<file path="src/ramr_pkg.sv">
// Shared types and constants for the rational add/multiply/reduce pipeline.
// No dependencies; compile first.
package ramr_pkg;

	localparam int GCD_STAGES = 62;
	localparam int DIV_STAGES = 32;

	typedef enum logic [1:0] {
		KIND_NORMAL,
		KIND_ZERO,
		KIND_ERROR
	} kind_t;

	typedef struct packed {
		logic  vld;
		logic  neg;
		kind_t kind;
	} tag_t;

	typedef struct packed {
		tag_t        tag;
		logic [31:0] mag;
		logic [29:0] den;
		logic [31:0] u;
		logic [31:0] v;
		logic [4:0]  k;
	} gcd_word_t;

	typedef struct packed {
		tag_t        tag;
		logic [29:0] g;
		logic [31:0] nq;
		logic [31:0] dq;
		logic [30:0] nr;
		logic [30:0] dr;
	} div_word_t;

endpackage

</file>
<file path="src/ramr_div_step.sv">
// One registered restoring-division step, applied to numerator and denominator at once.
// Depends on ramr_pkg.
module ramr_div_step (
	input  logic                clk,
	input  logic                arst_n,
	input  logic                en,
	input  ramr_pkg::div_word_t d,
	output ramr_pkg::div_word_t q
);
	import ramr_pkg::*;

	div_word_t   w;
	logic [30:0] nr_sh;
	logic [30:0] dr_sh;
	logic [30:0] dvs;

	always_comb begin
		w     = d;
		dvs   = {1'b0, d.g};
		nr_sh = {d.nr[29:0], d.nq[31]};
		dr_sh = {d.dr[29:0], d.dq[31]};
		if (nr_sh >= dvs) begin
			w.nr = nr_sh - dvs;
			w.nq = {d.nq[30:0], 1'b1};
		end else begin
			w.nr = nr_sh;
			w.nq = {d.nq[30:0], 1'b0};
		end
		if (dr_sh >= dvs) begin
			w.dr = dr_sh - dvs;
			w.dq = {d.dq[30:0], 1'b1};
		end else begin
			w.dr = dr_sh;
			w.dq = {d.dq[30:0], 1'b0};
		end
	end

	always_ff @(posedge clk or negedge arst_n) begin
		if (!arst_n) begin
			q.tag.vld <= 1'b0;
		end else if (en) begin
			q <= w;
		end
	end
endmodule

</file>
<file path="config.mk">
export PLATFORM = sky130hd
export DESIGN_NAME = ramr_div_step
export DESIGN_NICKNAME = d
export VERILOG_FILES = /design/src/ramr_pkg.sv /design/src/ramr_div_step.sv
export SDC_FILE = /design/constraint.sdc
export NUM_CORES = 1
export LEC_CHECK = 0
export BUFFER_PORTS_ARGS = -buffer_cell sky130_fd_sc_hd__buf_2
export CELL_PAD_IN_SITES_DETAIL_PLACEMENT = 1
export CELL_PAD_IN_SITES_GLOBAL_PLACEMENT = 2
export CORE_MARGIN = 1.5
export CORE_UTILIZATION = 31
export DETAILED_ROUTE_END_ITERATION = 8
export PLACE_DENSITY = 0.87
export SLEW_MARGIN = 25
export SYNTH_ARGS = -nofsm -noshare
export SYNTH_HDL_FRONTEND = slang
export SYNTH_SLANG_ARGS = --single-unit
</file>
<file path="constraint.sdc">
create_clock -name clk -period 0.8 [get_ports clk]
set_input_delay 0.04 -clock clk [delete_from_list [all_inputs] [get_ports clk]]
set_output_delay 0.04 -clock clk [all_outputs]
set_load 0.01 [all_outputs]
</file>
==> run metrics <==
outcome=finished with violations; failing checks=hold timing, setup timing; mux cell area share after synthesis=4.25%; area growth from synthesis to layout=90.0%; VDD IR max=around 1100 µV; top register by number of flip-flops=q; fin crit share=315%; register bit total from synthesis=160; Final GP Congestion=0.861; Post-Route WL=48,300 µm; crit path kind=in2reg; XOR/XNOR Fraction of Synth Area=4.72%; final setup vio count=225; async set or reset register ratio after synthesis=0.625%; Placeable Area=between 20,000 and 30,000 µm²; Largest register FFs=160; Util after Layout=approximately three fifths; hold slack=-0.00677 ns; Die Ht=174 µm; post-synthesis compound-gate area fraction=15.9%; r2r setup slk=-0.09 ns; gr ovfl total=0; TritonCTS buffer count=17; antenna violations before repair=8; Slew @ Worst Pin=approximately 0.5 ns; Syn Nets=approximately 1,000; clk sink count=160; simple logic cell fraction of the synthesized area=around 10%; Max Buffers Root-to-Sink=2; global-route wire length before repair=66,000 µm; via/cell ratio=5.21; library cells used by synthesis=68; Synth Flop Type=edfxtp_1; Final min period=2.52 ns; largest cells by area after synthesis=edfxtp_1 53%, ha_1 8.3%, a21oi_1 3.6%; Seq/Total Area, Yosys=52.8%; DR pass1 iterations=5; Critical Path End Type=flip-flop; Layout fillers=2,998; count of pins over their slew limit=0; Non-Filler Instances=approximately 2,000; Post-Syn Instances=slightly below 800; ratio of cells with drive above 1 in the final layout=a little under three fifths; Site Rows=62; clock skew=0 ns; yosys warns=0; Die ar.=30,400 µm²; MaxCap Viol Count=0; CP top delay family=simple AND/OR/NAND/NOR gates; number of global-route vias before repair=10,900; final setup margin=-1.72 ns; number of port buffers=320; pwr/cell area=1790 nW/µm²; Syn Std Cell Area=9090 µm²; CP max FO=4; drt wl/cell=24.7 µm; TritonCTS clock tree=yes; WP data arrival=2.72 ns; biggest regs=q: 160 flops; Post-synth EDFFs=159; fmax=397 MHz; Hold Crit Class=in2reg; nets=1,776; Design Area, Final=17,300 µm²; largest net degree at the start of global routing=23; Post-Place Cells=roughly 1,700; DP Area=13,800 µm²; Multi-input gate area=5240 µm²; CP cell instances=buf_2, inv_2, ha_1, and4_1, o311a_4, o41a_1, or4_4, o221a_4, nor4_2, nor3_1, mux2_4; Sequential Area=4800 µm²; slowest CP cell=or4_4; most frequent cell after synthesis=edfxtp_1; top-area cell type share of the netlist area=52.5%; CTS H-tree lvls=4; Clock transition at path regs=0.07 ns; Critical Path RT=1.01 ns; Hold Fails Final Rpt=1; clk_lat worst skew=0.45 ns; detailed-route via count=between 10,000 and 15,000; Routed Antenna Nets=0; syn avg cell area=11.5 µm²; Root Driver=clkbuf_16; leakage power=7.65 nW; setup repair after global routing missed its margin=yes; HPWL Detailed=28,800 µm; Buf+Inv Stages, Crit Path=2; # IOs=between 300 and 400; Slew headroom=67.4%; DRC Markers=0; Die W=174 µm; initial core utilization=between 30% and 40%; GRT Overall Usage=between 20% and 30%; top cells by count, synth=159 x edfxtp_1, 68 x nand2_1, 66 x a21oi_1, 60 x ha_1, 54 x o21ai_0; main combinational cell family by area after synthesis=compound AO/OA/AOI/OAI gates; Worst path max stage delay=0.45 ns; Synth area leader=edfxtp_1; Worst path depth=11; critical path startpoint category=primary input; Iter 0 DRT Violations=732; worst r2r path cells=2; Adder-Cell Fraction of Synth Area=8.70%; hold path cells=3
worst register-to-register path: cells and delay by family, from the launching register on:
kind / cells / cell delay, ns
buffers and inverters: 1 / 0.14
multiplexers: 1 / 0.25
flip-flops: 1 / 0.39
cell usage in the layout, fill, tap and decap left out, types with 26 or more instances in the layout:
cell / count
edfxtp_1: 159
ha_4: 38
buf_2: 285
a21o_1: 27
xnor2_1: 29
inv_1: 30
o21ai_2: 26
nand2_1: 41
dlygate4sd3_1: 140
nor2_1: 27
buf_6: 44
a21oi_1: 52
buf_4: 270
stage by stage:
step / hold slack, ns / total power, W / setup TNS, ns / setup WS [ns]
finish: -0.00677 / 0.0310 / -131.03 / -1.72
global route: -0.0182 / 0.0319 / -140.01 / -1.73
CTS: -0.0270 / 0.0296 / -122.55 / -1.63
detailed placement: -0.0613 / 0.0187 / -148.21 / -2.17
global placement: -0.0837 / 0.0184 / -138.79 / -2.10
floorplan: -0.256 / 0.0148 / -214.56 / -1.82
final cells by class:
cell class,instances,area share [%]
Tap cell,384,2.78
Clock inverter,14,1.23
Antenna cell,5,0.0724
Multi-Input combinational cell,556,30.3
Clock buffer,17,2.46
Inverter,52,1.46
Sequential cell,160,27.8
Timing Repair Buffer,764,33.9
metal layers:
layer | global-route usage (%) | routed length, µm | vias to the layer above
met5 | 0 | 51 | -
met4 | 15.8 | 2420 | 8
met3 | 6.56 | 3260 | 154
met2 | 51.7 | 24500 | 520
met1 | 32.4 | 18000 | 4955
li1 | - | - | 4533
where the power goes:
part / switching [W] / leakage (nW) / total (W) / internal (W)
registers: 0.000288 / 1.50 / 0.0104 / 0.0101
logic: 0.00529 / 5.83 / 0.0109 / 0.00559
clock network: 0.00431 / 0.314 / 0.00965 / 0.00534
what timing repair did:
item / CTS / global route
hold buffers: 138 / 2
hold endpoints to repair: 142 / 3
pin swaps: 38 / 47
setup endpoints to repair: 224 / 224
setup buffers: 25 / 18
gates resized for setup: 128 / 138
gates cloned: 5 / 1
logic make-up after synthesis:
kind of cell,Yosys count
buf+inv,74
fa+ha+maj,62
mux,35
compound gates,224
flops,160
simple gates,186
xor+xnor,49
path summary, 6_finish.rpt:
check                      startpoint      to
setup / recovery               d[131]   q[28]
hold / removal                  d[18]   q[19]
setup reg to reg               q[159]  q[159]
hold reg to reg                q[159]  q[159]
max in group asynchronous      arst_n  q[159]
min in group asynchronous      arst_n  q[159]
No activity file was read; power rests on OpenSTA's default activity.
