===== src/ramr_pkg.sv =====
// Shared types and constants for the rational add/multiply/reduce pipeline.
// No dependencies; compile first.
package ramr_pkg;

	localparam int GCD_STAGES = 62;
	localparam int DIV_STAGES = 32;

	typedef enum logic [1:0] {
		KIND_NORMAL,
		KIND_ZERO,
		KIND_ERROR
	} kind_t;

	typedef struct packed {
		logic  vld;
		logic  neg;
		kind_t kind;
	} tag_t;

	typedef struct packed {
		tag_t        tag;
		logic [31:0] mag;
		logic [29:0] den;
		logic [31:0] u;
		logic [31:0] v;
		logic [4:0]  k;
	} gcd_word_t;

	typedef struct packed {
		tag_t        tag;
		logic [29:0] g;
		logic [31:0] nq;
		logic [31:0] dq;
		logic [30:0] nr;
		logic [30:0] dr;
	} div_word_t;

endpackage


===== src/ramr_gcd_step.sv =====
// One registered step of the binary greatest-common-divisor pipeline.
// Depends on ramr_pkg.
module ramr_gcd_step (
	input  logic                clk,
	input  logic                arst_n,
	input  logic                en,
	input  ramr_pkg::gcd_word_t d,
	output ramr_pkg::gcd_word_t q
);
	import ramr_pkg::*;

	gcd_word_t w;

	always_comb begin
		w = d;
		if (d.v != 32'd0) begin
			if (!d.u[0] && !d.v[0]) begin
				w.u = d.u >> 1;
				w.v = d.v >> 1;
				w.k = d.k + 5'd1;
			end else if (!d.u[0]) begin
				w.u = d.u >> 1;
			end else if (!d.v[0]) begin
				w.v = d.v >> 1;
			end else if (d.u > d.v) begin
				// keep the smaller odd value, halve the even difference
				w.u = d.v;
				w.v = (d.u - d.v) >> 1;
			end else begin
				w.v = (d.v - d.u) >> 1;
			end
		end
	end

	always_ff @(posedge clk or negedge arst_n) begin
		if (!arst_n) begin
			q.tag.vld <= 1'b0;
		end else if (en) begin
			q <= w;
		end
	end
endmodule


===== config.mk =====
export PLATFORM = sky130hd
export DESIGN_NAME = ramr_gcd_step
export DESIGN_NICKNAME = d
export VERILOG_FILES = /design/src/ramr_pkg.sv /design/src/ramr_gcd_step.sv
export SDC_FILE = /design/constraint.sdc
export NUM_CORES = 1
export LEC_CHECK = 0
export ABC_AREA = 0
export BUFFER_PORTS_ARGS = -buffer_cell sky130_fd_sc_hd__buf_2
export CAP_MARGIN = 20
export CORE_MARGIN = 2
export CORE_UTILIZATION = 43
export DETAILED_ROUTE_END_ITERATION = 10
export GPL_ROUTABILITY_DRIVEN = 0
export MAX_ROUTING_LAYER = met4
export PLACE_DENSITY = 0.67
export SYNTH_ARGS = -nofsm -noshare
export SYNTH_HDL_FRONTEND = slang
export SYNTH_SLANG_ARGS = --single-unit

===== constraint.sdc =====
create_clock -name clk -period 0.9 [get_ports clk]
set_input_delay 0.045 -clock clk [delete_from_list [all_inputs] [get_ports clk]]
set_output_delay 0.045 -clock clk [all_outputs]
set_load 0.02 [all_outputs]

==> out/results.tsv <==
stage	metric	value	unit
placement	Buffers on Ports	272	
global_route	vias in the first global route	10300	
cells_and_area	fin area	17600	sq um
sta	Max-slew headroom	0.395	
sta	min cycle time layout	2900	ps
floorplanning	Initial Util	0.439	
cells_and_area	layout cells sized above 1	0.603	
placement	Post-DP HPWL	24.5	mm
cells_and_area	footprint of the multi-input gates	6180	sq um
global_route	largest net degree at the start of global routing	31	
outcome	outcome	finished, violations left	
logic_synthesis	Post-synth EDFFs	134	
power_and_ir_drop	part of the power in registers	0.308	
logic_synthesis	Post-synth top flop	edfxtp_1	
power_and_ir_drop	Leak	0.00748	uW
sta	Setup TNS	-122490	ps
logic_synthesis	total of warnings raised by yosys	0	
sta	final setup fails	204	
setup_path	CP Launch Type	input pin	
logic_synthesis	post-synthesis async set-or-reset flop share	0.00741	
floorplanning	Rows	52	
global_route	M1 GR Usage	0.386	
cells_and_area	fillers	750	
global_route	grt total ovfl	0	
hold_path	Worst Hold Launch	d[39]	
sta	skew final	0	ps
sta	Hold Fails Final Rpt	0	
sta	max-slew violation count	0	
drt	vias after detailed routing	11700	
sta	final setup margin	-2000	ps
power_and_ir_drop	Pwr Density	1440	nW/um^2
cts	H-Tree Level Count	4	
global_route	GRT Util Overall	0.334	
floorplanning	Die H	148	microns
setup_path	CP required	1070	ps
hold_path	Hold Crit Class	in -> reg	
logic_synthesis	Synth Cell Area	8890	sq um
placement	Placement Cell Area	13000	sq um
global_route	gr busiest metal	met2	
cells_and_area	Finished Core Util	0.867	
cts	clk buf depth	2	
logic_synthesis	post-synthesis register bit count	135	
global_route	met2 Use GR	0.577	
sta	RSZ-0062 raised after global routing	true	
cells_and_area	Largest regs	q: 135 flops	
floorplanning	die span in x	148	microns
sta	fmax	0.345	GHz
cts	Clock Pin Slew Worst Setup and Hold Paths	70	ps
cells_and_area	most frequent cells in the layout	buf_4, buf_6, edfxtp_1	
drt	routed len/inst	28.5	microns
flow_run	MaxCap Viol Count	0	
floorplanning	core area	20200	sq um
cts	Sink Count	135	
cells_and_area	nets	1706	
setup_path	Data arrival, critical path	3070	ps
drt	Vias/cell	6.56	
sta	crit share post-route	3.22	
logic_synthesis	Mapped Nets	1043	
drt	Final ANT Viol Nets	0	
power_and_ir_drop	P_sw	9090	uW
cells_and_area	max FFs per register	135	
drt	drt drc	0	
global_route	met3 GRT Util	0.0608	
cts	CTS Root Cell	clkbuf_16	
setup_path	CP Class	in -> reg	
setup_path	Critical path origin	d[6]	
cells_and_area	Final Non-Filler Cells	1785	
logic_synthesis	Yosys cell types	80	
drt	first drt pass iteration count	7	
power_and_ir_drop	internal power	16200	uW
cells_and_area	synth-to-layout area growth	97.4	%
power_and_ir_drop	part of the power in combinational logic	0.415	
cts	clk_lat worst skew	450	ps
floorplanning	die area	21800	sq um
floorplanning	total I/O pin count	273	
logic_synthesis	Syn Area/Cell	10.6	sq um
drt	routed wire length	50.9	mm
logic_synthesis	cell count after synthesis	838	
logic_synthesis	sequential share of the synthesized area	0.455	
global_route	initial antenna violation count	1	
cts	Num CTS Buffers	17	
power_and_ir_drop	sw frac	0.359	
setup_path	critical path peak fanout	4	
cts	CTS tree	built	
cells_and_area	commonest non-fill, non-tap cell in the layout	buf_4	
cells_and_area	largest register by flop count	q	
power_and_ir_drop	maximum VDD drop	1.48	mV
placement	Post-Place Cells	1611	
sta	worst hold margin	7.08	ps
cells_and_area	Sequential cell area	4050	sq um
drt	number of DRC markers in iteration 0	1821	
outcome	failing checks	setup timing	
sta	worst slew pin tran	900	ps
setup_path	reg2reg start	q[134]	
global_route	global-route wire length before repair	55.6	mm
power_and_ir_drop	Clock Power Share	0.278	
setup_path	CP endpoint kind	flop	
[Yosys cell counts (4+ instances only)]
library cell / instances / area share
xnor2_1: 18 / 0.018
o22ai_1: 35 / 0.025
nand4_1: 10 / 0.0070
nor3_1: 10 / 0.0056
a221o_1: 4 / 0.0045
nand2_1: 36 / 0.015
and2_1: 7 / 0.0049
a21boi_0: 4 / 0.0034
a222oi_1: 4 / 0.0045
a221oi_1: 6 / 0.0059
buf_4: 4 / 0.0034
a21o_1: 29 / 0.024
a2bb2oi_1: 30 / 0.030
o21a_1: 5 / 0.0042
o21ai_1: 10 / 0.0056
xor2_1: 14 / 0.014
nor2b_1: 9 / 0.0063
a211oi_1: 11 / 0.0093
nand3_1: 11 / 0.0062
edfxtp_1: 134 / 0.45
buf_2: 23 / 0.013
ha_1: 65 / 0.091
o21ai_0: 47 / 0.026
a22oi_1: 26 / 0.022
mux2i_1: 10 / 0.011
clkbuf_1: 18 / 0.0076
nor2_1: 37 / 0.016
inv_1: 69 / 0.029
nor4_1: 8 / 0.0056
a21oi_1: 60 / 0.034
o21bai_1: 6 / 0.0051
[area by class of cell]
class | count | share of cell area
Multi-Input combinational cell | 585 | 0.352
Tap cell | 270 | 0.0192
Antenna cell | 1 | 0.000143
Inverter | 69 | 0.0182
Sequential cell | 135 | 0.231
Timing Repair Buffer | 693 | 0.348
Clock buffer | 18 | 0.0245
Clock inverter | 14 | 0.00749
[critical path, stage by stage]
cell and delay, ps:
buf_6 110, inv_2 60, ha_4 240, nor2b_1 150, o21ai_0 550, buf_4 230
nand2_1 100, a21o_1 250, a21o_1 190, a21oi_1 590, a21oi_4 210, xnor2_1 230
o21ai_1 100
[metal layers]
| metal | part of all wire | vias to the layer above |
|---|---|---|
| met5 | 0 | - |
| li1 | - | 4555 |
| met4 | 0.090 | 0 |
| met1 | 0.33 | 5458 |
| met3 | 0.12 | 473 |
| met2 | 0.46 | 1219 |
[power by group through the flow]
stage                     Clock (uW)  Sequential, uW  Combinational (uW)
after floorplan                    0            8380                3170
after global placement             0            7740                6660
after detailed placement           0            7750                6720
after CTS                       6840            7650                8150
after global routing            7270            7810               10700
final                           7040            7790               10500
[cells by family (layout without fill, tap and decap cells)]
logic type               count (synthesis)  after routing  synth area share
AO/OA/AOI/OAI                          320            320             0.254
XOR/XNOR                                32             32            0.0315
adder cells (fa/ha/maj)                 67             67            0.0960
buffers and inverters                  118            794            0.0566
flip-flops                             135            135             0.455
multiplexers                            12             12            0.0138
other                                    0              1                 0
AND/OR/NAND/NOR                        154            154            0.0932
[repair_timing]
item / CTS / global route
hold buffers: 73 / 1
pin swaps: 105 / 87
endpoints found under the setup margin: 204 / 204
setup buffers: 38 / 23
resized for setup: 287 / 335
hold endpoints to repair: 71 / 1
cloned: 2 / 4
[final timing paths]
path,depth (start not counted),slack (ps),to
max,13,-2000,q[13]
min,2,7,q[39]
max reg2reg,1,110,q[134]
min reg2reg,1,580,q[134]
max in group asynchronous,3,300,q[134]
min in group asynchronous,3,490,q[134]
[through the flow]
stage | worst slack (ps) | total power, uW
3_5_place_dp | -1950 | 14500
2_1_floorplan | -1520 | 11500
5_1_grt | -2090 | 25800
3_3_place_gp | -1850 | 14400
4_1_cts | -1270 | 22600
6_report | -2000 | 25300
(Power assumes the default switching activity.)
